==> src/linear_probe_hash_table_top_assert.svh <==
// assertion macros for the hash table rtl
// no dependencies; included by modules that carry concurrent checks
`ifndef LINEAR_PROBE_HASH_TABLE_TOP_ASSERT_SVH
`define LINEAR_PROBE_HASH_TABLE_TOP_ASSERT_SVH

// same-cycle implication, disabled while reset is asserted
`define LPHT_ASSERT_IMPL(label, clk, rst_n, ante, cons) \
  label: assert property (@(posedge clk) disable iff (!rst_n) (ante) |-> (cons)) \
    else $error("lpht check failed");

// next-cycle implication, disabled while reset is asserted
`define LPHT_ASSERT_NEXT(label, clk, rst_n, ante, cons) \
  label: assert property (@(posedge clk) disable iff (!rst_n) (ante) |=> (cons)) \
    else $error("lpht check failed");

`endif

==> src/lpht_pkg.sv <==
// shared types and constants of the linear probing hash table
// no dependencies; imported by every rtl module of the block
`default_nettype none

package lpht_pkg;

  // field widths
  localparam int unsigned FUNC_W   = 2;
  localparam int unsigned KEY_W    = 64;
  localparam int unsigned VAL_W    = 64;
  localparam int unsigned STATUS_W = 3;
  localparam int unsigned COUNT_W  = 11;

  // table geometry and register reset
  localparam int unsigned CAPACITY_DEFAULT = 1024;
  localparam logic [COUNT_W-1:0] LOAD_LIMIT_RESET = 11'd512;

  // hash: low key word plus seed times multiplier, magnitude, reduced per digit
  localparam int unsigned HASH_SEED   = 10;
  localparam int unsigned HASH_MULT   = 37;
  localparam int unsigned MAG_W       = 32;
  localparam logic [MAG_W-1:0] HASH_OFFSET = MAG_W'(HASH_SEED * HASH_MULT);
  localparam int unsigned HASH_BITS   = 8;
  localparam int unsigned HASH_STEPS  = MAG_W / HASH_BITS;

  // queue between front and back
  localparam int unsigned QUEUE_DEPTH = 2;
  localparam int unsigned QPTR_W      = $clog2(QUEUE_DEPTH);
  localparam int unsigned QCNT_W      = $clog2(QUEUE_DEPTH + 1);

  typedef enum logic [FUNC_W-1:0] {
    FUNC_INSERT = 2'd0,
    FUNC_REMOVE = 2'd1,
    FUNC_SEARCH = 2'd2
  } func_e;

  typedef enum logic [STATUS_W-1:0] {
    ST_OK       = 3'd0,
    ST_DUP      = 3'd1,
    ST_NOTFOUND = 3'd2,
    ST_FULL     = 3'd3,
    ST_ZERO     = 3'd4
  } status_e;

  typedef enum logic [1:0] {
    F_IDLE,
    F_HASH,
    F_PUSH
  } front_state_e;

  typedef enum logic [1:0] {
    B_CLEAR,
    B_IDLE,
    B_PROBE
  } back_state_e;

  // one classified operation as it travels from front to back
  typedef struct packed {
    logic [FUNC_W-1:0] func;
    logic [KEY_W-1:0]  key;
    logic [VAL_W-1:0]  value;
    logic              zero_key;
  } op_t;

endpackage

`default_nettype wire

==> src/lpht_queue.sv <==
// short fifo of classified operations between front and back
// depends on lpht_pkg
`default_nettype none

module lpht_queue #(
  parameter int unsigned SlotW = 10
) (
  input  logic             clk_i,
  input  logic             rst_ni,
  input  logic             push_i,
  input  lpht_pkg::op_t    push_op_i,
  input  logic [SlotW-1:0] push_home_i,
  output logic             full_o,
  input  logic             pop_i,
  output logic             valid_o,
  output lpht_pkg::op_t    head_op_o,
  output logic [SlotW-1:0] head_home_o
);
  import lpht_pkg::*;

  op_t              op_mem_q   [QUEUE_DEPTH];
  logic [SlotW-1:0] home_mem_q [QUEUE_DEPTH];
  logic [QPTR_W-1:0] wr_ptr_q, rd_ptr_q;
  logic [QCNT_W-1:0] cnt_q;

  assign full_o      = (cnt_q == QCNT_W'(QUEUE_DEPTH));
  assign valid_o     = (cnt_q != '0);
  assign head_op_o   = op_mem_q[rd_ptr_q];
  assign head_home_o = home_mem_q[rd_ptr_q];

  // pointers and fill count
  always_ff @(posedge clk_i or negedge rst_ni) begin
    if (!rst_ni) begin
      wr_ptr_q <= '0;
      rd_ptr_q <= '0;
      cnt_q    <= '0;
    end else begin
      if (push_i) begin
        wr_ptr_q <= wr_ptr_q + 1'b1;
      end
      if (pop_i) begin
        rd_ptr_q <= rd_ptr_q + 1'b1;
      end
      if (push_i && !pop_i) begin
        cnt_q <= cnt_q + 1'b1;
      end else if (pop_i && !push_i) begin
        cnt_q <= cnt_q - 1'b1;
      end
    end
  end

  // entry storage
  always_ff @(posedge clk_i) begin
    if (push_i) begin
      op_mem_q[wr_ptr_q]   <= push_op_i;
      home_mem_q[wr_ptr_q] <= push_home_i;
    end
  end

endmodule

`default_nettype wire

==> config.mk <==
export PLATFORM = sky130hd
export DESIGN_NAME = lpht_queue
export DESIGN_NICKNAME = d
export VERILOG_FILES = /design/src/linear_probe_hash_table_top_assert.svh /design/src/lpht_pkg.sv /design/src/lpht_queue.sv
export SDC_FILE = /design/constraint.sdc
export NUM_CORES = 1
export LEC_CHECK = 0
export ABC_AREA = 1
export BUFFER_PORTS_ARGS = -buffer_cell sky130_fd_sc_hd__clkbuf_2
export CORE_MARGIN = 5
export CORE_UTILIZATION = 25
export CTS_BUF_LIST = sky130_fd_sc_hd__clkbuf_8 sky130_fd_sc_hd__clkbuf_16
export DETAILED_ROUTE_END_ITERATION = 6
export GPL_TIMING_DRIVEN = 0
export SETUP_SLACK_MARGIN = 0.4
export SYNTH_ARGS = -nofsm -noshare
export SYNTH_HDL_FRONTEND = slang
export SYNTH_SLANG_ARGS = --single-unit
==> constraint.sdc <==
create_clock -name clk_i -period 6.6 [get_ports clk_i]
set_clock_uncertainty 0.05 [all_clocks]
set_input_delay 0.99 -clock clk_i [delete_from_list [all_inputs] [get_ports clk_i]]
set_output_delay 0.99 -clock clk_i [all_outputs]
set_load 0.05 [all_outputs]
# Yosys cells after proc, flatten, opt, wreduce, memory -nomap -nowiden
# Memories as Yosys holds them, arrays and structs flattened.
# Cells that the tools add are included.
[classes]
addsub = 4
multipliers = 0
div = 0
n_lt_le_gt_ge = 0
n_eq_ne = 1
shifts = 0
mux = 4
n_bitwise = 0
n_reduce_logical = 6
[ops]
columns = ["op", "count"]
rows = [
  ["two-way mux 2 bit", 2],
  ["nonzero test 2 bit", 2],
  ["adder 1 bit (second input constant)", 2],
  ["adder 2 x 1 -> 2 bit (second input constant)", 1],
  ["equality test 2 bit (second input constant)", 1],
  ["logical AND 1 bit", 2],
  ["zero test 1 bit", 2],
  ["two-way mux 1 bit", 2],
  ["subtractor 2 x 1 -> 2 bit (second input constant)", 1],
]
[word_totals]
reg_bits = 4
latchBits = 0
ram_bits = 282
mem_bits_ro = 0
in_bits = 145
output_inout_bits = 143
wordCells = 20
mem_count = 2
[memory_table]
columns = ["name", "words", "width", "rd", "rd_ports_with_merged_regs", "write_ports", "line_no", "text"]
rows = [
  ["op_mem_q", 2, 131, 1, 0, 1, "lpht_queue.sv:21", "op_t op_mem_q [QUEUE_DEPTH];"],
  ["home_mem_q", 2, 10, 1, 0, 1, "lpht_queue.sv:22", "logic [SlotW-1:0] home_mem_q [QUEUE_DEPTH];"],
]

# Depth between registers and ports, before layout
# Gate-level depths: netlist of run 1.
[logic_depth]
ltp_word = 4
depth_mapped = 7
depth_no_buf = 7

# Least setup slack after synthesis of run 1
# Ideal clock, no wire load.
[synth_path]
path_type = "in2reg"
start = "in push_i"
end = "mem home_mem_q[0][0], enable pin"
t_arrival_ps = 6926
required_time_ps = 5903
slack_ps = -1023
path_stages = 2
n_path_buf = 0
cell_sequence = "inv_1 > nor2_1"
[synth_between]
elab_chain_cells = 2
[synth_rtl]
columns = ["element", "line_no", "text"]
rows = [
  ["start, declared", "lpht_queue.sv:10", "input logic push_i,"],
  ["two-way mux 1 bit", "lpht_queue.sv:54", "if (push_i) begin"],
  ["two-way mux 1 bit (implied by the code)", "lpht_queue.sv:56", "home_mem_q[wr_ptr_q] <= push_home_i;"],
  ["end, declared", "lpht_queue.sv:22", ""],
]
# No other way between the ends.

==> out/qor.yml, run 1 <==
status: "finished, final reports clean"
syn_area_um2: 10700
core_area_um2: 42100
rows: 75
worstSetupStartpoint: "rd_ptr_q$_DFFE_PN0P_"
detail-route-antenna-nets: 0
finalHoldViolations: 0
syn_nets: 610
finalCritPeriodShare_pct: 46.8
drv_slew: 0
diodes: 0
powerDensity_nw_per_um2: 523
syn_to_final_growth_pct: 31.6
p_leak_nw: 5.57
yosysUniqueCellTypes: 14
layout.nets: 936
synth_top_cell_by_area: "edfxtp_1"
grt_pass1_vias: 5806
cts_tree: "yes"
ios: 288
postSynthRegisterBits: 286
die_area_um2: 47100
hpwl_um: 16300
drcViolationCount: 0
clock_path_buffers: 3
grt.met3_usage_pct: 4.52
fmax_mhz: 324
tns_ns: 0
drt_first_iter_violations: 243
overflow: 0
synth_commonest_cells: "edfxtp_1, mux2_4, mux2_2"
cts_made_buffers: 31
reg2reg_from: "wr_ptr_q$_DFFE_PN0P_"
fin_hold_ws_ns: 0.191
routed_wl_um: 23000
slew_headroom_pct: 43.2
cap_violations: 0
met1_usage_pct: 10.9
wl_per_cell_um: 17.0
stdcell_count: 1353
cp_max_fo: 10
slowest_delay_ns: 0.33
synth_edf_count: 282
ys_warn_count: 0
setup_viol: 0
irDropWorstVdd_uv: 268
die_w_um: 217
synth-seq-area-share_pct: 80.0
port_buffers: 287
grt_max_degree: 73
yosysTopAreaCellShare_pct: 79.1
clock_latency_ns: 0.54
endpoint_kind: "primary output"
stdcell_area_um2: 14100
drive_gt1_share_pct: 61.3
vias: 5351
crit_slowest_cell: "dfrtp_1"
cts_repair_resize_count: 0
grt_usage_pct: 9.22
hp-class: "in2async"
total_power_mw: 7.37
post_cts_buffers: 0
syn_avg_cell_area_um2: 23.1
worstPathCellList: "buf_6 -> buf_6 -> buf_6 -> mux2_4 -> clkbuf_2"
vias_per_cell: 3.95
die_h_um: 217
syn_inst: 464
async_flop_share_pct: 1.40
rsz0062_at_grt: "false"
crit_buf_inv: 4
synth.most_common_cell: "edfxtp_1"
cp-start-kind: "flip-flop"
gp_congestion: 0.683
grt_use_met2_pct: 15.4
grt_pass1_wl_um: 34100
path_class: "reg2out"
cpMostUsedCell: "buf_6"
antenna_found_initial: 0
cp_top_family: "buffers and inverters"
clkTransAtPathRegs_ns: 0.06
root_buffer: "clkbuf_16"
clock_sink_count: 286
period_needed_ns: 3.09
worstPathArrival_ns: 2.05
dp.cells: 1296
holdBufCountCts: 0
cts-htree-levels: 1
gr-max-usage-layer: "met2"
placedInstanceArea_um2: 13000
initial_core_util_pct: 25.4
required_ns: 5.56
tightest_slew_ns: 0.849
dr.pass1.iters: 4
ys.flop_type: "edfxtp_1"
ys_top_cells_by_area: "edfxtp_1, mux2_4, mux2_2, buf_6, dfrtp_1"
[cell usage in the layout, fill, tap and decap left out]
master,Yosys,final
clkinv_2,0,5
nand2_1,6,6
edfxtp_1,282,282
nor2_1,2,1
mux2_2,61,61
xnor2_1,1,1
clkinvlp_4,0,1
clkinv_4,0,1
ha_1,1,1
inv_1,7,10
nand3_1,1,1
inv_8,0,1
clkinv_1,0,6
bufinv_16,0,9
clkbuf_2,0,287
buf_2,6,6
buf_6,10,10
dfrtp_1,4,4
buf_12,0,4
xor2_1,2,2
mux2_4,80,80
nand4_1,1,1
nor2_4,0,1
buf_16,0,2
clkbuf_16,0,31
[final timing paths]
check,to,slack [ns],depth (start not counted)
max,head_op_o[53],3.51,5
min,cnt_q[0]$_DFFE_PN0P_,0.19,1
max reg2reg,op_mem_q[0][43]$_DFFE_PP_,4.38,4
min reg2reg,cnt_q[1]$_DFFE_PN0P_,0.45,2
max in group asynchronous,cnt_q[1]$_DFFE_PN0P_,6.18,1
min in group clk_i,cnt_q[1]$_DFFE_PN0P_,0.45,2
[state kept, by name, indices dropped and copies added (netlist names)]
| signal | count |
|---|---|
| home_mem_q | 20 |
| cnt_q | 2 |
| op_mem_q | 262 |
| wr_ptr_q | 1 |
| rd_ptr_q | 1 |
[report_power, final]
| part | switching (mW) | internal [mW] |
|---|---|---|
| Combinational | 2.11 | 0.905 |
| Clock | 0.673 | 1.20 |
| Sequential | 0.0765 | 2.41 |
[logic make-up after synthesis]
| logic type | count (synthesis) | share of synthesized area [%] |
|---|---|---|
| DFF | 286 | 80.0 |
| muxes | 141 | 17.6 |
| buffers and inverters | 23 | 1.58 |
| and+or+nand+nor | 10 | 0.386 |
| xor gates and xnor gates | 3 | 0.245 |
| adders and majority gates | 1 | 0.117 |
[layer usage]
layer  up-vias  wire length, µm  share of wire [%]
met2       215            10700                 47
met3        32             2550                 11
met4         0              450                2.0
met1      2617             9310                 40
li1       2487                -                  -
met5         -                0                  0
[area by class of cell]
cell class	count	area, µm²
Buffer	16	143
Clock buffer	31	776
Clock inverter	26	349
Fill cell	4061	28000
Inverter	7	33.8
Multi-Input combinational cell	155	1980
Sequential cell	286	8570
Tap cell	539	674
Timing Repair Buffer	293	1570
[metrics by stage]
stage	util, %	worst slack [ns]
global placement	30.4	-1.17
CTS	33.4	3.39
detailed placement	30.8	3.59
floorplan	-	1.44
finish	33.4	3.51
global route	33.4	3.37
Power figures use the tool's default switching activity.
==> run 2: changes to the inputs <==
==> constraint.sdc (replaced) <==
create_clock -name clk_i -period 2.72 [get_ports clk_i]
set_clock_uncertainty 0.05 [all_clocks]
set_input_delay 0.408 -clock clk_i [delete_from_list [all_inputs] [get_ports clk_i]]
set_output_delay 0.408 -clock clk_i [all_outputs]
set_load 0.05 [all_outputs]
==> out/qor.yml, run 2 (same netlist as run 1, synthesis figures left out) <==
cts_made_buffers: 34
clock_path_buffers: 3
hp-class: "in2reg"
die_area_um2: 47100
initial_core_util_pct: 25.4
routed_wl_um: 24900
setup_slack_ns: 0.364
finalCritPeriodShare_pct: 86.6
fill_cells: 3874
crit_buf_inv: 4
ios: 288
stdcell_area_um2: 16100
cp_top_family: "buffers and inverters"
drive_gt1_share_pct: 53.8
finalHoldViolations: 0
gp_congestion: 0.691
cp-start-kind: "flip-flop"
worstPathCellList: "buf_12 -> clkbuf_16 -> clkbuf_16 -> mux2_4 -> buf_8"
dr.pass1.iters: 5
clkTransAtPathRegs_ns: 0.06
cp_max_fo: 8
slew_headroom_pct: 52.0
endpoint_kind: "primary output"
layout.nets: 1077
detail-route-antenna-nets: 0
core_area_um2: 42100
overflow: 0
final_common_cell: "edfxtp_1"
irDropWorstVdd_uv: 671
vias: 5913
hpwl_um: 16500
clock_latency_ns: 0.51
port_buffers: 287
syn_to_final_growth_pct: 50.1
p_leak_nw: 6.33
die_h_um: 217
drcViolationCount: 0
drv_slew: 0
grt_usage_pct: 10.0
die_w_um: 217
grt_max_degree: 33
cpMostUsedCell: "clkbuf_16"
seqCellArea_um2: 8570
cap_violations: 0
grt_pass1_wl_um: 36700
cts-htree-levels: 2
slowest_delay_ns: 0.39
required_ns: 2.26
placedInstanceArea_um2: 13000
grt_pass1_vias: 6472
top_regs: "op_mem_q (262), home_mem_q (20), cnt_q (2)"
setup_viol: 0
multiInputGateArea_um2: 1980
cts_tree: "yes"
largest_register_ff_count: 262
antenna_found_initial: 1
fmax_mhz: 424
drt_first_iter_violations: 267
worstPathArrival_ns: 1.90
largest-register: "op_mem_q"
status: "finished, final reports clean"
rows: 75
dp_slack_ns: 0.289
wl_per_cell_um: 16.7
vias_per_cell: 3.95
clock_sink_count: 286
total_power_mw: 19.0
rsz0062_at_grt: "true"
tns_ns: 0
tightest_slew_ns: 0.718
final_cell_mix: "edfxtp_1, clkbuf_2, dlygate4sd3_1"
crit_slowest_cell: "dfrtp_1"
period_needed_ns: 2.36
powerDensity_nw_per_um2: 1180
final_util_pct: 38.1
path_class: "reg2out"
root_buffer: "clkbuf_16"
## run 2: cell count changes in the layout (fill, tap and decap cells not counted), sizes merged
cell / before / now
dlygate4sd3: 0 / 127
buf: 22 / 143
clkbuf: 318 / 214
bufinv: 9 / 2
inv: 11 / 14
clkinvlp: 1 / 3
diode: 0 / 1
## run 2: worst paths after layout
| check | from | end | slack, ns | depth (start not counted) |
|---|---|---|---|---|
| setup reg to reg | wr_ptr_q$_DFFE_PN0P_ | op_mem_q[0][66]$_DFFE_PP_ | 0.59 | 4 |
| hold reg to reg | cnt_q[1]$_DFFE_PN0P_ | cnt_q[1]$_DFFE_PN0P_ | 0.45 | 2 |
| min in group asynchronous | rst_ni | cnt_q[0]$_DFFE_PN0P_ | 0.18 | 2 |
| hold / removal | push_op_i[69] | op_mem_q[0][69]$_DFFE_PP_ | 0.04 | 1 |
| max in group asynchronous | rst_ni | wr_ptr_q$_DFFE_PN0P_ | 2.30 | 2 |
| setup / recovery | rd_ptr_q$_DFFE_PN0P_ | head_op_o[30] | 0.36 | 5 |
## run 2: repair_timing
item,4_1_cts,5_1_grt
resized for setup,115,173
hold endpoints to repair,253,0
gates cloned,0,5
endpoints found under the setup margin,141,169
hold buffers,127,0
setup buffers,1,1
## run 2: layout make-up
class                           count  share of cell area [%]
Antenna cell                        1                  0.0156
Timing Repair Buffer              431                    21.7
Multi-Input combinational cell    155                    12.3
Sequential cell                   286                    53.3
Tap cell                          539                    4.20
Clock buffer                       37                    5.62
Clock inverter                     24                    1.09
Buffer                             16                    1.53
Inverter                            7                   0.203
## run 2: report_power, final
part | switching [mW] | internal, mW | leakage [nW] | total, mW
logic | 5.32 | 3.28 | 3.09 | 8.61
clock network | 1.76 | 2.59 | 0.549 | 4.35
registers | 0.191 | 5.84 | 2.69 | 6.03
total | 7.27 | 11.7 | 6.33 | 19.0
## run 2: routing by layer
layer	routed length [µm]	GRT usage [%]	vias to the layer above
met3	2180	4.45	29
li1	-	-	2784
met1	9820	11.4	2891
met5	0	0	-
met4	486	2.89	0
met2	12400	17.2	209
## run 2: through the flow
| step | hold slack, ns | cells |
|---|---|---|
| after CTS | 0.000237 | 1489 |
| after global routing | 0.00159 | 1496 |
| after floorplan | 0.0624 | 464 |
| after global placement | 0.172 | 1290 |
| final | 0.0405 | 1496 |
| after detailed placement | 0.177 | 1300 |
==> run 3: changes to the inputs <==
--- a/config.mk
+++ b/config.mk
@@ -7,12 +7,13 @@
 export LEC_CHECK = 0
 export ABC_AREA = 1
 export BUFFER_PORTS_ARGS = -buffer_cell sky130_fd_sc_hd__clkbuf_2
+export CORE_ASPECT_RATIO = 1.5
 export CORE_MARGIN = 5
 export CORE_UTILIZATION = 25
 export CTS_BUF_LIST = sky130_fd_sc_hd__clkbuf_8 sky130_fd_sc_hd__clkbuf_16
 export DETAILED_ROUTE_END_ITERATION = 6
 export GPL_TIMING_DRIVEN = 0
-export SETUP_SLACK_MARGIN = 0.4
+export SETUP_SLACK_MARGIN = 0.2
 export SYNTH_ARGS = -nofsm -noshare
 export SYNTH_HDL_FRONTEND = slang
 export SYNTH_SLANG_ARGS = --single-unit
==> out/qor.yml, run 3 (same netlist as run 1, synthesis figures left out) <==
status: "finished, final reports clean"
finalCritPeriodShare_pct: 88.6
seqCellArea_um2: 8570
rsz0062_at_grt: "true"
drt_first_iter_violations: 197
initial_core_util_pct: 25.1
grt_max_degree: 40
largest_register_ff_count: 262
port_buffers: 287
vias: 5902
cts_made_buffers: 27
die_h_um: 263
antenna_found_initial: 0
top_regs: "op_mem_q (262), home_mem_q (20), cnt_q (2)"
diodes: 0
cp_max_fo: 10
vias_per_cell: 3.89
multiInputGateArea_um2: 1980
required_ns: 2.26
fill_cells: 4012
fmax_mhz: 415
clock_latency_ns: 0.54
final_cell_mix: "edfxtp_1, clkbuf_2, dlygate4sd3_1"
setup_viol: 0
hpwl_um: 16800
dp.cells: 1329
fin_hold_ws_ns: 0.0295
gp_congestion: 0.692
core_area_um2: 42700
cap_violations: 0
die_w_um: 179
dr.pass1.iters: 4
grt_pass1_wl_um: 35900
p_leak_nw: 6.03
grt_usage_pct: 9.78
powerDensity_nw_per_um2: 1110
overflow: 0
path_class: "reg2out"
stdcell_count: 1518
finalHoldViolations: 0
tightest_slew_ns: 0.722
cts-htree-levels: 1
grt_pass1_vias: 6479
irDropWorstVdd_uv: 826
final_util_pct: 36.1
worstPathArrival_ns: 1.95
ios: 288
r2r_slack_ns: 0.57
drcViolationCount: 0
clock_sink_count: 286
cp-start-kind: "flip-flop"
final_common_cell: "edfxtp_1"
rows: 93
largest-register: "op_mem_q"
cts_tree: "yes"
routed_wl_um: 24100
die_area_um2: 47100
endpoint_kind: "primary output"
clock_path_buffers: 3
detail-route-antenna-nets: 0
period_needed_ns: 2.41
clkTransAtPathRegs_ns: 0.06
drv_slew: 0
drive_gt1_share_pct: 51.6
wl_per_cell_um: 15.9
slew_headroom_pct: 51.8
layout.nets: 1075
root_buffer: "clkbuf_16"
syn_to_final_growth_pct: 44.0
hp-class: "in2reg"
run 3: power by group:
part / internal [mW] / switching (mW)
Sequential: 5.84 / 0.191
Combinational: 2.61 / 5.17
Clock: 1.79 / 1.54
run 3: what timing repair did:
action / in CTS / in global routing
endpoints found under the setup margin: 83 / 98
pin swaps: 0 / 0
hold buffers: 141 / 0
setup buffers: 0 / 0
resized for setup: 68 / 21
hold endpoints to repair: 283 / 0
gates cloned: 0 / 0
run 3: stage by stage:
step                worst slack [ns]  total power, mW  cell area [µm²]  setup TNS [ns]
floorplan                     -0.302             11.9            10700          -79.85
global placement               -1.90             13.5            12900         -510.93
detailed placement             0.390             13.6            13000               0
CTS                            0.169             17.4            15400               0
global route                   0.199             17.9            15400               0
finish                         0.310             17.1            15400               0
run 3: critical path: stages, from the launching register on:
cell      delay [ns]
dfrtp_1         0.34
buf_6           0.15
buf_12          0.17
buf_6           0.20
mux2_4          0.32
clkbuf_4        0.21
run 3: cell type report:
cell class / count / share of cell area [%]
Clock inverter: 21 / 0.617
Tap cell: 570 / 4.63
Timing Repair Buffer: 436 / 20.6
Inverter: 7 / 0.211
Multi-Input combinational cell: 155 / 12.8
Sequential cell: 286 / 55.6
Buffer: 16 / 1.12
Clock buffer: 27 / 4.38
run 3: path summary, 6_finish.rpt:
path                                      startpoint                    endpoint  cells past startpoint
worst min-delay path                  push_home_i[8]  home_mem_q[0][8]$_DFFE_PP_                      1
worst max register to register  wr_ptr_q$_DFFE_PN0P_   op_mem_q[1][64]$_DFFE_PP_                      4
worst min register to register  cnt_q[1]$_DFFE_PN0P_        cnt_q[1]$_DFFE_PN0P_                      2
max in group asynchronous                     rst_ni        cnt_q[0]$_DFFE_PN0P_                      2
min in group asynchronous                     rst_ni        rd_ptr_q$_DFFE_PN0P_                      2
worst max-delay path            rd_ptr_q$_DFFE_PN0P_              head_op_o[108]                      5
run 3: layer usage:
| metal | track usage [%] | up-vias | wire length [µm] |
|---|---|---|---|
| li1 | - | 2776 | - |
| met1 | 9.80 | 2884 | 8080 |
| met2 | 18.8 | 190 | 13500 |
| met3 | 2.08 | 52 | 1620 |
| met4 | 4.44 | 0 | 956 |
| met5 | 0 | - | 0 |
