**config.mk**
```make
export PLATFORM = sky130hd
export DESIGN_NAME = lpht_front
export DESIGN_NICKNAME = d
export VERILOG_FILES = /design/src/linear_probe_hash_table_top_assert.svh /design/src/lpht_pkg.sv /design/src/lpht_front.sv
export SDC_FILE = /design/constraint.sdc
export NUM_CORES = 1
export LEC_CHECK = 0
export BUFFER_PORTS_ARGS = -buffer_cell sky130_fd_sc_hd__buf_4
export CORE_ASPECT_RATIO = 0.6
export CORE_MARGIN = 2
export CORE_UTILIZATION = 25
export CTS_BUF_LIST = sky130_fd_sc_hd__clkbuf_4
export CTS_CLUSTER_DIAMETER = 60
export CTS_CLUSTER_SIZE = 8
export DETAILED_ROUTE_END_ITERATION = 8
export GPL_ROUTABILITY_DRIVEN = 0
export GPL_TIMING_DRIVEN = 0
export RECOVER_POWER = 25
export SYNTH_ARGS = -nofsm -noshare
export SYNTH_HDL_FRONTEND = slang
export SYNTH_SLANG_ARGS = --single-unit
```
**constraint.sdc**
```tcl
create_clock -name clk_i -period 4.9 [get_ports clk_i]
set_clock_uncertainty 0.1 [all_clocks]
set_input_delay 0.735 -clock clk_i [delete_from_list [all_inputs] [get_ports clk_i]]
set_output_delay 0.735 -clock clk_i [all_outputs]
set_load 0.05 [all_outputs]
```
**src/linear_probe_hash_table_top_assert.svh**
```systemverilog
// assertion macros for the hash table rtl
// no dependencies; included by modules that carry concurrent checks
`ifndef LINEAR_PROBE_HASH_TABLE_TOP_ASSERT_SVH
`define LINEAR_PROBE_HASH_TABLE_TOP_ASSERT_SVH

// same-cycle implication, disabled while reset is asserted
`define LPHT_ASSERT_IMPL(label, clk, rst_n, ante, cons) \
  label: assert property (@(posedge clk) disable iff (!rst_n) (ante) |-> (cons)) \
    else $error("lpht check failed");

// next-cycle implication, disabled while reset is asserted
`define LPHT_ASSERT_NEXT(label, clk, rst_n, ante, cons) \
  label: assert property (@(posedge clk) disable iff (!rst_n) (ante) |=> (cons)) \
    else $error("lpht check failed");

`endif

```
**src/lpht_pkg.sv**
```systemverilog
// shared types and constants of the linear probing hash table
// no dependencies; imported by every rtl module of the block
`default_nettype none

package lpht_pkg;

  // field widths
  localparam int unsigned FUNC_W   = 2;
  localparam int unsigned KEY_W    = 64;
  localparam int unsigned VAL_W    = 64;
  localparam int unsigned STATUS_W = 3;
  localparam int unsigned COUNT_W  = 11;

  // table geometry and register reset
  localparam int unsigned CAPACITY_DEFAULT = 1024;
  localparam logic [COUNT_W-1:0] LOAD_LIMIT_RESET = 11'd512;

  // hash: low key word plus seed times multiplier, magnitude, reduced per digit
  localparam int unsigned HASH_SEED   = 10;
  localparam int unsigned HASH_MULT   = 37;
  localparam int unsigned MAG_W       = 32;
  localparam logic [MAG_W-1:0] HASH_OFFSET = MAG_W'(HASH_SEED * HASH_MULT);
  localparam int unsigned HASH_BITS   = 8;
  localparam int unsigned HASH_STEPS  = MAG_W / HASH_BITS;

  // queue between front and back
  localparam int unsigned QUEUE_DEPTH = 2;
  localparam int unsigned QPTR_W      = $clog2(QUEUE_DEPTH);
  localparam int unsigned QCNT_W      = $clog2(QUEUE_DEPTH + 1);

  typedef enum logic [FUNC_W-1:0] {
    FUNC_INSERT = 2'd0,
    FUNC_REMOVE = 2'd1,
    FUNC_SEARCH = 2'd2
  } func_e;

  typedef enum logic [STATUS_W-1:0] {
    ST_OK       = 3'd0,
    ST_DUP      = 3'd1,
    ST_NOTFOUND = 3'd2,
    ST_FULL     = 3'd3,
    ST_ZERO     = 3'd4
  } status_e;

  typedef enum logic [1:0] {
    F_IDLE,
    F_HASH,
    F_PUSH
  } front_state_e;

  typedef enum logic [1:0] {
    B_CLEAR,
    B_IDLE,
    B_PROBE
  } back_state_e;

  // one classified operation as it travels from front to back
  typedef struct packed {
    logic [FUNC_W-1:0] func;
    logic [KEY_W-1:0]  key;
    logic [VAL_W-1:0]  value;
    logic              zero_key;
  } op_t;

endpackage

`default_nettype wire

```
**src/lpht_front.sv**
```systemverilog
// front end: accepts transactions, flags zero keys, computes the home slot
// depends on lpht_pkg
`default_nettype none

module lpht_front #(
  parameter int unsigned CAPACITY = lpht_pkg::CAPACITY_DEFAULT,
  localparam int unsigned SlotW = $clog2(CAPACITY)
) (
  input  logic                       clk_i,
  input  logic                       rst_ni,
  input  logic                       in_valid_i,
  output logic                       in_ready_o,
  input  logic [lpht_pkg::FUNC_W-1:0] func_i,
  input  logic [lpht_pkg::KEY_W-1:0]  key_i,
  input  logic [lpht_pkg::VAL_W-1:0]  entry_value_i,
  input  logic                       clear_busy_i,
  input  logic                       q_full_i,
  output logic                       push_o,
  output lpht_pkg::op_t              push_op_o,
  output logic [SlotW-1:0]           push_home_o
);
  import lpht_pkg::*;

  localparam int unsigned StepW = $clog2(HASH_STEPS);
  localparam logic [SlotW:0] CapW = (SlotW+1)'(CAPACITY);

  front_state_e state_q, state_d;
  logic [StepW-1:0] step_q, step_d;
  logic [MAG_W-1:0] mag_q, mag_d;
  logic [SlotW-1:0] rem_q, rem_d;
  op_t              op_q, op_d;
  logic [MAG_W-1:0] sum;
  logic             accept;

  // one digit of remainder reduction, msb first
  function automatic logic [SlotW-1:0] reduce_digit(input logic [SlotW-1:0] rem,
                                                    input logic [HASH_BITS-1:0] digit);
    logic [SlotW:0] r;
    r = {1'b0, rem};
    for (int i = HASH_BITS - 1; i >= 0; i--) begin
      r = {r[SlotW-1:0], digit[i]};
      if (r >= CapW) begin
        r = r - CapW;
      end
    end
    return r[SlotW-1:0];
  endfunction

  assign sum    = key_i[MAG_W-1:0] + HASH_OFFSET;
  assign accept = in_valid_i && in_ready_o;

  // state register
  always_ff @(posedge clk_i or negedge rst_ni) begin
    if (!rst_ni) begin
      state_q <= F_IDLE;
    end else begin
      state_q <= state_d;
    end
  end

  // working registers
  always_ff @(posedge clk_i) begin
    step_q <= step_d;
    mag_q  <= mag_d;
    rem_q  <= rem_d;
    op_q   <= op_d;
  end

  // next state and outputs
  always_comb begin
    state_d    = state_q;
    step_d     = step_q;
    mag_d      = mag_q;
    rem_d      = rem_q;
    op_d       = op_q;
    in_ready_o = 1'b0;
    push_o     = 1'b0;
    case (state_q)
      F_IDLE: begin
        in_ready_o = !clear_busy_i;
        if (accept) begin
          op_d.func     = func_i;
          op_d.key      = key_i;
          op_d.value    = entry_value_i;
          op_d.zero_key = (key_i == '0);
          mag_d         = sum[MAG_W-1] ? (~sum + 1'b1) : sum;
          rem_d         = '0;
          step_d        = '0;
          state_d       = F_HASH;
        end
      end
      F_HASH: begin
        rem_d  = reduce_digit(rem_q, mag_q[MAG_W-1 -: HASH_BITS]);
        mag_d  = mag_q << HASH_BITS;
        step_d = step_q + 1'b1;
        if (step_q == StepW'(HASH_STEPS - 1)) begin
          state_d = F_PUSH;
        end
      end
      F_PUSH: begin
        push_o = !q_full_i;
        if (!q_full_i) begin
          state_d = F_IDLE;
        end
      end
      default: begin
        state_d = F_IDLE;
      end
    endcase
  end

  assign push_op_o   = op_q;
  assign push_home_o = rem_q;

endmodule

`default_nettype wire

```
# [Word level (Yosys, flattened, before mapping)]
# Cells that the tools add are included.
[classes] eq_ne=6 addsub=11 mux=28 magnitude_cmp=8 reduce_logical=9 bitwise=1
[ops] cell="$mux 10" count=16
[ops] cell="$ge 11x11->1 const B" count=8
[ops] cell="$sub 10x1->10 const B" count=8
[ops] cell="$logic_not 64->1" count=1
[ops] cell="$mux 32" count=2
[ops] cell="$pmux 32 s2" count=1
[ops] cell="$add 32x1->32 const B" count=1
[ops] cell="$add 32x9->32 const B" count=1
[ops] cell="$not 32->32" count=1
[ops] cell="$pmux 10 s2" count=1
[ops] cell="$mux 2" count=4
[ops] cell="$ne 2x2->1 const B" count=3
[ops] cell="$pmux 2 s3" count=1
[ops] cell="$eq 2x2->1 const B" count=2
[ops] cell="$pmux 2 s2" count=1
[ops] cell="$reduce_and 2->1" count=2
[ops] cell="$reduce_and 3->1" count=1
[ops] cell="$add 2x1->2 const B" count=1
[ops] cell="$eq 2x1->1 const B" count=1
[ops] cell="$logic_not 1->1" count=2
[ops] cell="$logic_not 2->1" count=1
[ops] cell="$mux 1" count=2
[ops] cell="$reduce_bool 2->1" count=1
[ops] cell="$logic_and 1x1->1" count=1
[word_totals] ff_bits=177 out_inout_bits=143 input_bits=135

# [Logic depth before layout (Yosys ltp)]
# Gate-level depths: netlist (run 1).
[logic_depth] depth_word=24 depth_mapped=10

# [Least setup slack after synthesis (run 1)]
# No wires, ideal clock.
[synth_path] path_type="input -> register" start="input port clear_busy_i" end="register op_q (netlist bit push_op_o[0]), enable pin" setup_time_ns=0.484 arrival_time_ns=4.635 slack_ns=-0.319 path_stages=3 cell_sequence="nor3_1 > nand2_1 > inv_1"
[synth_via] elab_chain_cells=4
[synth_lines] item="start, declared" line="lpht_front.sv:16" rtl="input logic clear_busy_i,"
[synth_lines] item="$logic_not 1->1" line="lpht_front.sv:80" rtl="in_ready_o = !clear_busy_i;"
[synth_lines] item="$mux 1" line="lpht_front.sv:78" rtl="case (state_q)"
[synth_lines] item="$logic_and 1x1->1" line="lpht_front.sv:50" rtl="assign accept = in_valid_i && in_ready_o;"
[synth_lines] item="$reduce_and 2->1 (no source line)"
[synth_lines] item="end signal, assigned" line="lpht_front.sv:66" rtl="op_q <= op_d;"
[synth_lines] item="end, declared" line="lpht_front.sv:31" rtl="op_t op_q, op_d;"
# No other way between the ends.
# A chain may end at the register's enable or synchronous reset.

# [Worst setup path in the final report (run 1)]
[layout_path] start="input port key_i[8] (netlist name)" end="register mag_q[31] (data pin)"
[layout_via] elab_chain_cells=6
[layout_lines] item="start, declared" line="lpht_front.sv:14" rtl="input logic [lpht_pkg::KEY_W-1:0] key_i,"
[layout_lines] item="$add 32x9->32 *" line="lpht_front.sv:49" rtl="assign sum = key_i[MAG_W-1:0] + HASH_OFFSET;"
[layout_lines] item="$not 32->32" line="lpht_front.sv:86" rtl="mag_d = sum[MAG_W-1] ? (~sum + 1'b1) : sum;"
[layout_lines] item="$add 32x1->32" line="lpht_front.sv:86"
[layout_lines] item="$mux 32 *" line="lpht_front.sv:86"
[layout_lines] item="$mux 32 *" line="lpht_front.sv:81" rtl="if (accept) begin"
[layout_lines] item="$pmux 32 s2 *" line="lpht_front.sv:78"
[layout_lines] item="net mag_d[31]" line="lpht_front.sv:29" rtl="logic [MAG_W-1:0] mag_q, mag_d;"
[layout_lines] item="end signal, assigned" line="lpht_front.sv:64" rtl="mag_q <= mag_d;"
[layout_lines] item="end, declared" line="lpht_front.sv:29"
# The timed path passes the listed nets; every way through them passes the cells marked *. The select of a mux whose other input is x is not followed.

==> impl_metrics.py, run 1 <==
metrics = {
    "synthesis": {
        "synthesis.nets": 677,
        "synth_seq_cells": 177,
        "synth_fa_ha_area_share_pct": 0.818,
        "synthesis.area_um2": 7650,
        "seq_area_frac_synth_pct": 69.3,
        "yosys.cell_types.count": 60,
        "yosysMostFrequentCell": "sky130_fd_sc_hd__edfxtp_1",
        "syn_inst": 537,
        "synthDominantAreaCellType": "sky130_fd_sc_hd__edfxtp_1",
        "synth_top_area_share_pct": 68.7,
        "synth.area.top_cells": "sky130_fd_sc_hd__edfxtp_1, sky130_fd_sc_hd__xnor2_1, sky130_fd_sc_hd__xor2_1",
        "synthesis.yosys.warnings": 0,
        "combinational_family_with_the_most_area_after_synthesis": "simple AND/OR/NAND/NOR gates",
        "synth.mux.area_fraction_pct": 0.343,
        "synthTopCellsByCount": "sky130_fd_sc_hd__edfxtp_1, sky130_fd_sc_hd__nand2_1, sky130_fd_sc_hd__xnor2_1",
        "synthXorXnorAreaFrac_pct": 6.64,
        "number_of_enable_flip_flop_cells_after_synthesis": 175,
        "area_fraction_in_compound_gates_after_synthesis_pct": 8.44,
        "synth_flop_cell": "sky130_fd_sc_hd__edfxtp_1",
        "synth_simple_gate_area_share_pct": 12.8,
        "synthesis.area_per_instance_um2": 14.3,
        "async_set_or_reset_flop_fraction_in_the_synthesized_netlist_pct": 1.13,
    },
    "cts": {
        "cts_buffer_depth": 2,
        "clk-insertion-delay-late_ns": 0.61,
        "post-cts-setup-buffer-count": 0,
        "clock-root-buffer": "sky130_fd_sc_hd__clkbuf_4",
        "clock_sinks": 177,
        "clkSlewWorstSetupHoldPaths_ns": 0.18,
        "cts_made_buffers": 17,
        "cts.htree.levels": 4,
        "tritoncts": "done",
    },
    "floorplan": {
        "floorplan.rows": 49,
        "io_pins": 278,
        "placeableCoreArea_um2": 30000,
        "die_area_um2": 32100,
        "chipHeight_um": 140,
        "initial_core_util_pct": 25.5,
        "horizontal_extent_of_the_die_um": 230,
    },
    "setup_path": {
        "worst_r2r_startpoint": "state_q[1]",
        "cp_data_required_time_ns": 5.22,
        "crit_type": "in -> reg",
        "worst_setup_path_end_kind": "flip-flop",
        "crit_fanout": 10,
        "timing.critical_path.from_type": "input port",
        "timing.reg2reg.worst_path_depth": 5,
        "ff2ff_setup_slack_ns": 2.86,
        "cp.arrival_ns": 4.20,
        "worstReg2RegEnd": "push_op_o[92]",
    },
    "grt": {
        "first_pass_grt_wire_length_um": 32700,
        "antenna_found_initial": 0,
        "globalRouteOverflowTotal": 0,
        "grt_pass1_vias": 5451,
        "groute.usage.overall_pct": 13.6,
        "pin_count_of_the_biggest_net_entering_global_routing": 47,
    },
    "timing": {
        "final-hold-violation-count": 0,
        "max_freq_mhz": 258,
        "relSlewSlack_pct": 27.8,
        "grt_setup_unrepaired": "false",
        "final_clock_period_utilization_by_the_worst_path_pct": 79.2,
        "totalNegativeSetupSlack_ns": 0,
        "timing_max_transition_violations_final": 0,
        "tightest_slew_ns": 1.07,
        "setup_viol": 0,
        "final.hold.worst_slack_ns": 0.193,
        "period_needed_ns": 3.88,
    },
    "detailed_routing": {
        "final_antenna_net_count": 0,
        "post_drt_via_cell_ratio": 4.47,
        "drtIter0Drc": 343,
        "totalWireLength_um": 22000,
        "detailroute.via_count": 5629,
        "wl_per_cell_um": 17.5,
        "tritonroute_pass_1_iters": 5,
        "drcViolationCount": 0,
    },
    "pwr": {
        "ir_worst_vdd_mv": 0.188,
        "power.density_nw_per_um2": 447,
        "leakage_nw": 3.82,
    },
    "final_layout": {
        "layout_cells_sized_above_1_pct": 36.3,
        "diodes": 0,
        "sequential_cell_area_um2": 5310,
        "multi_input_area_um2": 2220,
        "final.fill_count": 3044,
        "fin_nets": 978,
        "area_growth_pct": 37.4,
    },
    "min_path": {
        "worst_hold_startpoint": "entry_value_i[45]",
        "timing.hold.worst_endpoint": "push_op_o[46]",
        "worstHoldPathCells": 1,
        "hp-class": "in -> reg",
    },
    "placed_design": {
        "io_buffer_count": 277,
        "dp.final_hpwl_um": 17200,
    },
    "run": {
        "maxCapViolations": 0,
    },
    "run_status": {
        "result_of_the_run": "completed",
    },
}
logic make-up after synthesis:
group | Yosys count
AO/OA/AOI/OAI | 93
XOR/XNOR | 58
adder cells (fa/ha/maj) | 5
buffers and inverters | 28
flip-flops | 177
multiplexers | 2
AND/OR/NAND/NOR | 174
final cells by class:
cell class | instances | area share, %
Inverter | 8 | 0.321
Sequential cell | 177 | 50.5
Clock inverter | 15 | 1.63
Clock buffer | 17 | 1.21
Buffer | 20 | 0.940
Tap cell | 408 | 4.86
Multi-Input combinational cell | 332 | 21.1
Timing Repair Buffer | 282 | 19.5
critical path, stage by stage:
cell and delay, ns:
sky130_fd_sc_hd__clkbuf_1 0.17, sky130_fd_sc_hd__buf_2 0.29, sky130_fd_sc_hd__o211ai_2 0.27, sky130_fd_sc_hd__nor4_4 0.58, sky130_fd_sc_hd__nand4_1 0.25, sky130_fd_sc_hd__xnor2_1 0.77
sky130_fd_sc_hd__clkbuf_1 0.57, sky130_fd_sc_hd__nand4_1 0.24, sky130_fd_sc_hd__o21ai_0 0.31
flip-flops by register name, indices dropped and copies added (netlist names):
| name | cells |
|---|---|
| push_home_o | 10 |
| mag_q | 32 |
| state_q | 2 |
| push_op_o | 131 |
| step_q | 2 |
power breakdown:
| group | leakage [nW] | switching, mW | internal (mW) | total [mW] |
|---|---|---|---|---|
| clock | 0.156 | 0.584 | 0.278 | 0.863 |
| combinational | 1.99 | 1.15 | 0.452 | 1.61 |
| sequential | 1.67 | 0.0929 | 2.14 | 2.23 |
metrics by stage:
step / setup WS [ns] / cells / instance area (um^2) / util (%) / power [mW]
after global routing: 0.923 / 1259 / 10500 / 35.0 / 4.94
after floorplan: 0.854 / 537 / 7660 / - / 3.29
final: 1.02 / 1259 / 10500 / 35.0 / 4.70
after CTS: 1.27 / 1259 / 10600 / 35.4 / 4.79
after detailed placement: 0.566 / 1226 / 10300 / 34.4 / 3.91
after global placement: 0.482 / 1222 / 10200 / 34.1 / 3.87
metal layers:
layer  wire, um  GRT usage (%)  vias to the layer above
met2       9200           19.0                      240
met3       2150           5.49                       10
met1      10500           19.6                     2723
met4        171           3.16                        0
met5          0              0                        -
li1           -              -                     2656
worst max-delay path by stage:
stage | start | end | slack (ns)
6_report | key_i[8] | mag_q[31] | 1.02
5_1_grt | key_i[11] | mag_q[5] | 0.92
4_1_cts | key_i[11] | mag_q[31] | 1.27
3_5_place_dp | key_i[11] | mag_q[5] | 0.57
3_3_place_gp | clear_busy_i | push_op_o[127] | 0.48
2_1_floorplan | clear_busy_i | push_op_o[0] | 0.85
layout by cell type (no fill, tap or decap), drive strengths merged, types with 15 or more instances in the layout:
master / synthesis / layout
xnor2: 38 / 38
edfxtp: 175 / 175
and2: 15 / 15
nand2: 43 / 43
nor4: 19 / 19
a21oi: 15 / 15
buf: 7 / 164
o21ai: 39 / 39
nor2: 28 / 28
clkbuf: 13 / 154
xor2: 20 / 20
timing repair:
action | CTS | global route
hold endpoints to repair | 2 | 0
resized for setup | 0 | 0
hold buffers | 1 | 0
(Power assumes the default switching activity.)
==> run 2: changes to the inputs <==
==> constraint.sdc (replaced) <==
create_clock -name clk_i -period 3.3 [get_ports clk_i]
set_clock_uncertainty 0.1 [all_clocks]
set_input_delay 0.495 -clock clk_i [delete_from_list [all_inputs] [get_ports clk_i]]
set_output_delay 0.495 -clock clk_i [all_outputs]
set_load 0.05 [all_outputs]
==> run 2 against run 1 <==
  * Critical path depth increased by 1
  * Combinational power increased by 57%
  * Largest power group unchanged
  * Total power rose by 52%
  * Die area unchanged
  * Clock power grew 52%
  * Design area up 13%
  * Via count up 9.9%
  * Routed wire length grew 11%
  * Global-route usage is 1.6 points higher
==> impl_metrics.py, run 2 (synthesized netlist as in run 1, its figures left out) <==
metrics = {
    "run_status": {
        "result_of_the_run": "completed",
    },
    "timing": {
        "max_freq_mhz": 312,
        "final_clock_period_utilization_by_the_worst_path_pct": 97.1,
        "tightest_slew_ns": 1.09,
        "relSlewSlack_pct": 26.8,
        "timing_max_transition_violations_final": 0,
        "grt_setup_unrepaired": "true",
        "finalWorstSetupSlack_ns": 0.0952,
        "period_needed_ns": 3.20,
        "setup_viol": 0,
        "final-hold-violation-count": 0,
        "totalNegativeSetupSlack_ns": 0,
    },
    "detailed_routing": {
        "drcViolationCount": 0,
        "post_drt_via_cell_ratio": 4.44,
        "totalWireLength_um": 24400,
        "wl_per_cell_um": 17.5,
        "final_antenna_net_count": 0,
        "detailroute.via_count": 6187,
        "tritonroute_pass_1_iters": 5,
        "drtIter0Drc": 433,
    },
    "grt": {
        "groute.usage.overall_pct": 15.2,
        "grt_pass1_vias": 6295,
        "antenna_found_initial": 1,
        "globalRouteOverflowTotal": 0,
        "pin_count_of_the_biggest_net_entering_global_routing": 44,
        "first_pass_grt_wire_length_um": 37000,
    },
    "floorplan": {
        "initial_core_util_pct": 25.5,
        "io_pins": 278,
        "floorplan.rows": 49,
        "chipHeight_um": 140,
        "die_area_um2": 32100,
        "horizontal_extent_of_the_die_um": 230,
        "placeableCoreArea_um2": 30000,
    },
    "min_path": {
        "hp-class": "in -> reg",
    },
    "final_layout": {
        "layout_commonest_cell": "sky130_fd_sc_hd__edfxtp_1",
        "layout_cells_sized_above_1_pct": 32.5,
        "largest_reg_flops": 131,
        "final.fill_count": 2865,
        "area_growth_pct": 55.7,
        "fin_nets": 1111,
        "most-common-layout-cells": "sky130_fd_sc_hd__edfxtp_1, sky130_fd_sc_hd__buf_4, sky130_fd_sc_hd__dlygate4sd3_1, sky130_fd_sc_hd__clkbuf_4, sky130_fd_sc_hd__nand2_1",
        "finalCoreUtilization_pct": 39.7,
        "fin_cells": 1395,
    },
    "cts": {
        "clock-root-buffer": "sky130_fd_sc_hd__clkbuf_4",
        "clk-insertion-delay-late_ns": 0.63,
        "cts_made_buffers": 17,
        "tritoncts": "done",
        "clock_sinks": 177,
        "cts.htree.levels": 4,
        "clkSlewWorstSetupHoldPaths_ns": 0.18,
        "cts_buffer_depth": 2,
    },
    "setup_path": {
        "crit_fanout": 10,
        "worst_setup_path_end_kind": "flip-flop",
        "timing.critical_path.from_type": "input port",
        "cp_data_required_time_ns": 3.63,
        "crit_type": "in -> reg",
        "cp.arrival_ns": 3.54,
    },
    "placed_design": {
        "pre_cts_slack_ns": -0.823,
        "dp.final_hpwl_um": 17400,
        "dp.cells": 1226,
        "io_buffer_count": 277,
    },
    "pwr": {
        "power.density_nw_per_um2": 601,
        "finalPower_mw": 7.16,
        "ir_worst_vdd_mv": 0.308,
        "leakage_nw": 4.41,
    },
    "run": {
        "maxCapViolations": 0,
    },
}
[run 2: critical path, stage by stage]
cell and delay, ns:
sky130_fd_sc_hd__clkbuf_1 0.17, sky130_fd_sc_hd__buf_2 0.24, sky130_fd_sc_hd__o211ai_2 0.25, sky130_fd_sc_hd__nor4_4 0.57, sky130_fd_sc_hd__nand4_1 0.48, sky130_fd_sc_hd__xor2_4 0.49
sky130_fd_sc_hd__clkbuf_2 0.31, sky130_fd_sc_hd__a21oi_1 0.08, sky130_fd_sc_hd__xor2_1 0.15, sky130_fd_sc_hd__o21ai_0 0.29
[run 2: layout make-up]
class | count | area, um^2 | area share (%)
tap | 408 | 510 | 4.28
clock buffer | 17 | 128 | 1.07
buffer | 20 | 101 | 0.851
antenna | 3 | 7.51 | 0.0630
clock inverter | 15 | 170 | 1.43
multi-input combinational | 332 | 2280 | 19.1
sequential | 177 | 5310 | 44.5
timing repair buffer | 415 | 3380 | 28.4
inverter | 8 | 33.8 | 0.284
[run 2: timing repair]
item | CTS | global route
buffers inserted | 0 | 2
hold endpoints to repair | 132 | 0
hold buffers | 132 | 0
resized for setup | 2 | 7
setup endpoints to repair | 5 | 21
pin swaps | 0 | 1
[run 2: path summary, 6_finish.rpt]
kind	start	end	slack (ns)	depth (start not counted)
max	key_i[9]	mag_q[14]	0.1	10
min	key_i[1]	push_op_o[66]	0.07	1
max reg2reg	state_q[1]	push_op_o[110]	1.03	5
min reg2reg	mag_q[28]	push_home_o[4]	0.44	1
max in group asynchronous	rst_ni	state_q[1]	2.35	3
min in group asynchronous	rst_ni	state_q[0]	0.63	3
[run 2: layer usage]
layer | global-route usage [%] | vias to the layer above | share of wire, %
met5 | 0 | - | 0
met4 | 3.16 | 0 | 0.34
met3 | 4.96 | 7 | 8.2
met2 | 23.0 | 235 | 44
met1 | 21.4 | 3018 | 47
li1 | - | 2927 | -
[run 2: report_power, final]
part	switching, mW	internal [mW]
sequential	0.151	3.18
clock	0.893	0.413
combinational	1.75	0.776
[run 2: per-stage QoR]
step,hold WS [ns],area [um^2]
5_1_grt,0.000897,11900
4_1_cts,0.000636,12000
2_1_floorplan,0.0994,7660
6_report,0.0734,11900
3_3_place_gp,0.178,10300
3_5_place_dp,0.179,10300
